## src/hw/rtl/lzsswd_pkg.sv

```systemverilog
// ----------------------------------------------------------------------------
// lzsswd_pkg
// Shared constants, types and helpers for the LZSS window decoder.
// ----------------------------------------------------------------------------
package lzsswd_pkg;

  // History window geometry
  localparam int WINDOW_BITS = 12;
  localparam int WIN_DEPTH   = 1 << WINDOW_BITS;

  // Produced-byte counter and output limit
  localparam int COUNT_W = 25;
  localparam logic [COUNT_W-1:0] LIMIT_RESET = COUNT_W'(25'h100_0000);

  // Compressed stream item widths
  localparam int BYTE_W  = 8;
  localparam int FLAGS_W = 9;
  localparam int REM_W   = 5;   // copy bytes left after the current one, 0..16

  // Controller to datapath commands
  typedef struct packed {
    logic accept;      // latch input item, clear stream state on start
    logic load_flags;  // take the byte as a new flag byte
    logic hold_high;   // keep the byte as reference high byte
    logic start_copy;  // set up read pointer and length of a reference
    logic rd_issue;    // read the window at the copy pointer
    logic emit_lit;    // send the literal and write it to the window
    logic emit_copy;   // send the copied byte and write it to the window
    logic token_done;  // consume one flag decision
  } dp_cmd_t;

  // Datapath to controller status
  typedef struct packed {
    logic ref_phase;   // expecting the low byte of a reference
    logic flags_empty; // no flag decisions left
    logic flag_lit;    // current decision is a literal
    logic over_limit;  // produced count has reached the limit
    logic hit_limit;   // next emitted byte reaches the limit
    logic copy_last;   // current copy byte is the final one
    logic out_free;    // output register can take a byte
  } dp_status_t;

  // Window position of a reference: high byte and upper nibble of low byte
  function automatic logic [WINDOW_BITS-1:0] win_pos(input logic [BYTE_W-1:0] high_b,
                                                     input logic [BYTE_W-1:0] low_b);
    logic [31:0] word;
    begin
      word = {20'd0, high_b, low_b[7:4]};
      win_pos = word[WINDOW_BITS-1:0];
    end
  endfunction

endpackage

```

## src/hw/rtl/lzsswd_ctrl.sv

```systemverilog
// ----------------------------------------------------------------------------
// lzsswd_ctrl
// Token sequencer of the LZSS window decoder: decodes each item and steps
// reference copies one window read at a time.
// ----------------------------------------------------------------------------
module lzsswd_ctrl (
  input  logic                   clk,
  input  logic                   rst_n,
  input  logic                   in_valid,
  output logic                   in_ready,
  input  lzsswd_pkg::dp_status_t status,
  output lzsswd_pkg::dp_cmd_t    cmd
);

  typedef enum logic [2:0] {
    S_IDLE,
    S_DECODE,
    S_LIT,
    S_RD,
    S_WR
  } state_t;

  state_t state_r, state_nxt;

  assign in_ready = (state_r == S_IDLE);

  // Next state and commands
  always_comb begin
    state_nxt = state_r;
    cmd       = '0;
    case (state_r)
      S_IDLE: begin
        if (in_valid) begin
          cmd.accept = 1'b1;
          state_nxt  = S_DECODE;
        end
      end
      S_DECODE: begin
        if (status.ref_phase) begin
          cmd.start_copy = 1'b1;
          state_nxt      = S_RD;
        end else if (status.flags_empty) begin
          cmd.load_flags = 1'b1;
          state_nxt      = S_IDLE;
        end else if (status.flag_lit) begin
          state_nxt = S_LIT;
        end else begin
          cmd.hold_high = 1'b1;
          state_nxt     = S_IDLE;
        end
      end
      S_LIT: begin
        // Drop the literal once the limit is met
        if (status.over_limit) begin
          cmd.token_done = 1'b1;
          state_nxt      = S_IDLE;
        end else if (status.out_free) begin
          cmd.emit_lit   = 1'b1;
          cmd.token_done = 1'b1;
          state_nxt      = S_IDLE;
        end
      end
      S_RD: begin
        if (status.over_limit) begin
          cmd.token_done = 1'b1;
          state_nxt      = S_IDLE;
        end else begin
          cmd.rd_issue = 1'b1;
          state_nxt    = S_WR;
        end
      end
      S_WR: begin
        if (status.out_free) begin
          cmd.emit_copy = 1'b1;
          if (status.copy_last || status.hit_limit) begin
            cmd.token_done = 1'b1;
            state_nxt      = S_IDLE;
          end else begin
            state_nxt = S_RD;
          end
        end
      end
      default: begin
        state_nxt = S_IDLE;
      end
    endcase
  end

  // State register
  always_ff @(posedge clk) begin
    if (!rst_n) begin
      state_r <= S_IDLE;
    end else begin
      state_r <= state_nxt;
    end
  end

endmodule

```

## config.mk

```make
export PLATFORM = sky130hd
export DESIGN_NAME = lzsswd_ctrl
export DESIGN_NICKNAME = d
export VERILOG_FILES = /design/src/hw/rtl/lzsswd_pkg.sv /design/src/hw/rtl/lzsswd_ctrl.sv
export SDC_FILE = /design/constraint.sdc
export NUM_CORES = 1
export LEC_CHECK = 0
export BUFFER_PORTS_ARGS = -buffer_cell sky130_fd_sc_hd__buf_4
export CAP_MARGIN = 20
export CORE_AREA = 2 2 39 41
export DETAILED_ROUTE_END_ITERATION = 10
export DIE_AREA = 0 0 41 43
export HOLD_SLACK_MARGIN = 0.08
export PLACE_DENSITY_LB_ADDON = 0.05
export SYNTH_ARGS = -nofsm -noshare
export SYNTH_HDL_FRONTEND = slang
export SYNTH_SLANG_ARGS = --single-unit
```

## constraint.sdc

```tcl
create_clock -name clk -period 3.92 [get_ports clk]
set_input_delay 0.196 -clock clk [delete_from_list [all_inputs] [get_ports clk]]
set_output_delay 0.196 -clock clk [all_outputs]
set_load 0.01 [all_outputs]
```

==> metrics.cfg <==
[cts]
cts_hold_buffers=0
ctsResizeCount=0
clkTransAtPathRegs_ns=0.03
cts.sinks=3
post_cts_buffers=0
root_buffer=clkbuf_4
cts_tree=built
numCtsBuffers=3
cts_buffer_depth=2
insertion_delay_ns=0.24
htreeDepth=1

[layout]
largest_reg_flops=3
drive_above_1_share_pct=43.1
antenna_cells=0
nets=69
final_common_cell=buf_4
top_regs=state_r x3
top_register=state_r
utilization_pct=32.6
syn2layout_area_growth_pct=54.9
fin_cells=74
mostFrequentLayoutCells=buf_4 (18), nor2_1 (6)

[global_routing]
grt_use_met1_pct=13.1
grt_pass1_wl_mm=1.26
top_usage_layer=met2
grt_max_degree=13
grt_pass1_vias=317
overflow=0
grtUsageMet3_pct=7.85
antenna_found_initial=0
grtUsageTotal_pct=10.5
grt_util_met2_pct=14.4

[die]
pin_count=19
initial_core_util_pct=21.1
fp-row-count=14
core_area_um2=1380
die_w_um=41
die_y_um=43
die_area_um2=1760

[logic_synthesis]
muxShareOfSynthArea_pct=3.43
synthXorXnorAreaFrac_pct=0
synth-main-ff-cell=dfxtp_1
synth.area.top_cells=dfxtp_1 (21%), nor2_1 (7.7%), nor4b_1 (6.0%)
synth_cell_type_count=24
yosys.area.top_type=dfxtp_1
yosys.area_share.simple_pct=49.8
synth_nets=49
synth_top_area_share_pct=20.6
syn_inst=39
yosysSeqAreaShare_pct=20.6
synth_compound_area_share_pct=15.0
synth_top_family_by_area=simple AND/OR/NAND/NOR gates
synthArstFlopShare_pct=0
synth_edf_count=0
synth_seq_cells=3
syn_area_per_cell_um2=7.48
synth.cell_area_um2=292
synthAdderAreaFrac_pct=0
yosysWarnings=0

[sta]
finalSetupTns_ns=0
rsz0062_at_grt=false
skew_ns=0.00373
hold_slack_ns=0.188
setup_viol=0
relSlewSlack_pct=72.9
hold_viol_final=0
fmax_mhz=570
worst_pin_slew_ns=0.401
min_period_ns=1.75
final_max_slew_viol_count=0
timing.final.crit_share_pct=44.7

[run_status]
status=finished clean

[place]
place_hpwl_um=601
dpl.cell_count=70
gp_congestion=0.715
io_buffers=18

[worst_hold_path]
hp-start=rst_n
min_path_type=in2reg
hold_path_end=state_r[2]
min_path_cells=2

[worst_setup_path]
r2r-end=state_r[1]
critPathLaunchType=register
cp-end-kind=primary output
worstPathRequired_ns=3.72
arrival_ns=1.56
reg2reg_from=state_r[2]
setup.worst_path.class=reg2out
worstRegToRegCells=4
r2r_slack_ns=2.51
critical_path_peak_fanout=10

[power_and_ir_drop]
p_leak_nw=0.192
p_per_area_nw_per_um2=281
ir_drop_uv=186

[routing]
dr.pass1.iters=2
drt_first_iter_violations=4
wirelength_um=760
drt-vias-per-instance=4.54
drt-wirelength-per-cell_um=10.3
drc=0
ant_nets=0
dr_total_vias=336

[flow_run]
max-cap-violations=0

==> report_power, final <==
part	switching [mW]	total (mW)	internal, mW	leakage, nW
sequential	0.00461	0.0372	0.0326	0.0245
clock	0.0168	0.0550	0.0382	0.0150
combinational	0.0159	0.0349	0.0190	0.153
total	0.0373	0.127	0.0897	0.192
==> worst max-delay path, cell delays in order (launching register included) <==
cell	delay, ns
dfxtp_1	0.49
or3b_1	0.46
nor4_1	0.21
buf_4	0.17
==> cell usage after synthesis (2+ instances only) <==
cell	count
nor2_1	6
nor4_1	2
nor4b_1	2
nand2b_1	2
buf_2	2
inv_1	3
dfxtp_1	3
nor3_1	3
==> per-stage QoR <==
| step | area [µm²] | worst slack (ns) | total power, mW |
|---|---|---|---|
| after floorplan | 292 | 2.52 | 0.0569 |
| after global placement | 425 | 2.47 | 0.0723 |
| after detailed placement | 425 | 2.41 | 0.0730 |
| after CTS | 452 | 2.15 | 0.130 |
| after global routing | 452 | 2.05 | 0.137 |
| final | 452 | 2.17 | 0.127 |
==> layout make-up <==
cell class                 instances  area (µm²)
tap                               16        20.0
clock buffer                       4        26.3
multi-input combinational         30         199
inverter                           3        11.3
sequential                         3        60.1
timing repair buffer              18         135
fill                             163         932
==> metal layers <==
layer | vias to the layer above | part of all wire [%]
met1 | 142 | 47
met5 | - | 0
met2 | 17 | 40
li1 | 177 | -
met3 | 0 | 13
met4 | 0 | 0
==> how the worst max path moves through the flow <==
stage	startpoint	to	slack, ns	depth (start not counted)
floorplan	state_r[2]	state_r[1]	2.52	4
global placement	state_r[0]	cmd[5]	2.47	3
detailed placement	state_r[0]	cmd[5]	2.41	3
CTS	state_r[0]	cmd[5]	2.15	3
global route	state_r[0]	cmd[5]	2.05	3
finish	state_r[0]	cmd[5]	2.17	3
==> cells by family after synthesis <==
kind of cell	Yosys count
simple gates	23
compound gates	6
buf+inv	6
flops	3
mux	1
(Power assumes the default switching activity.)
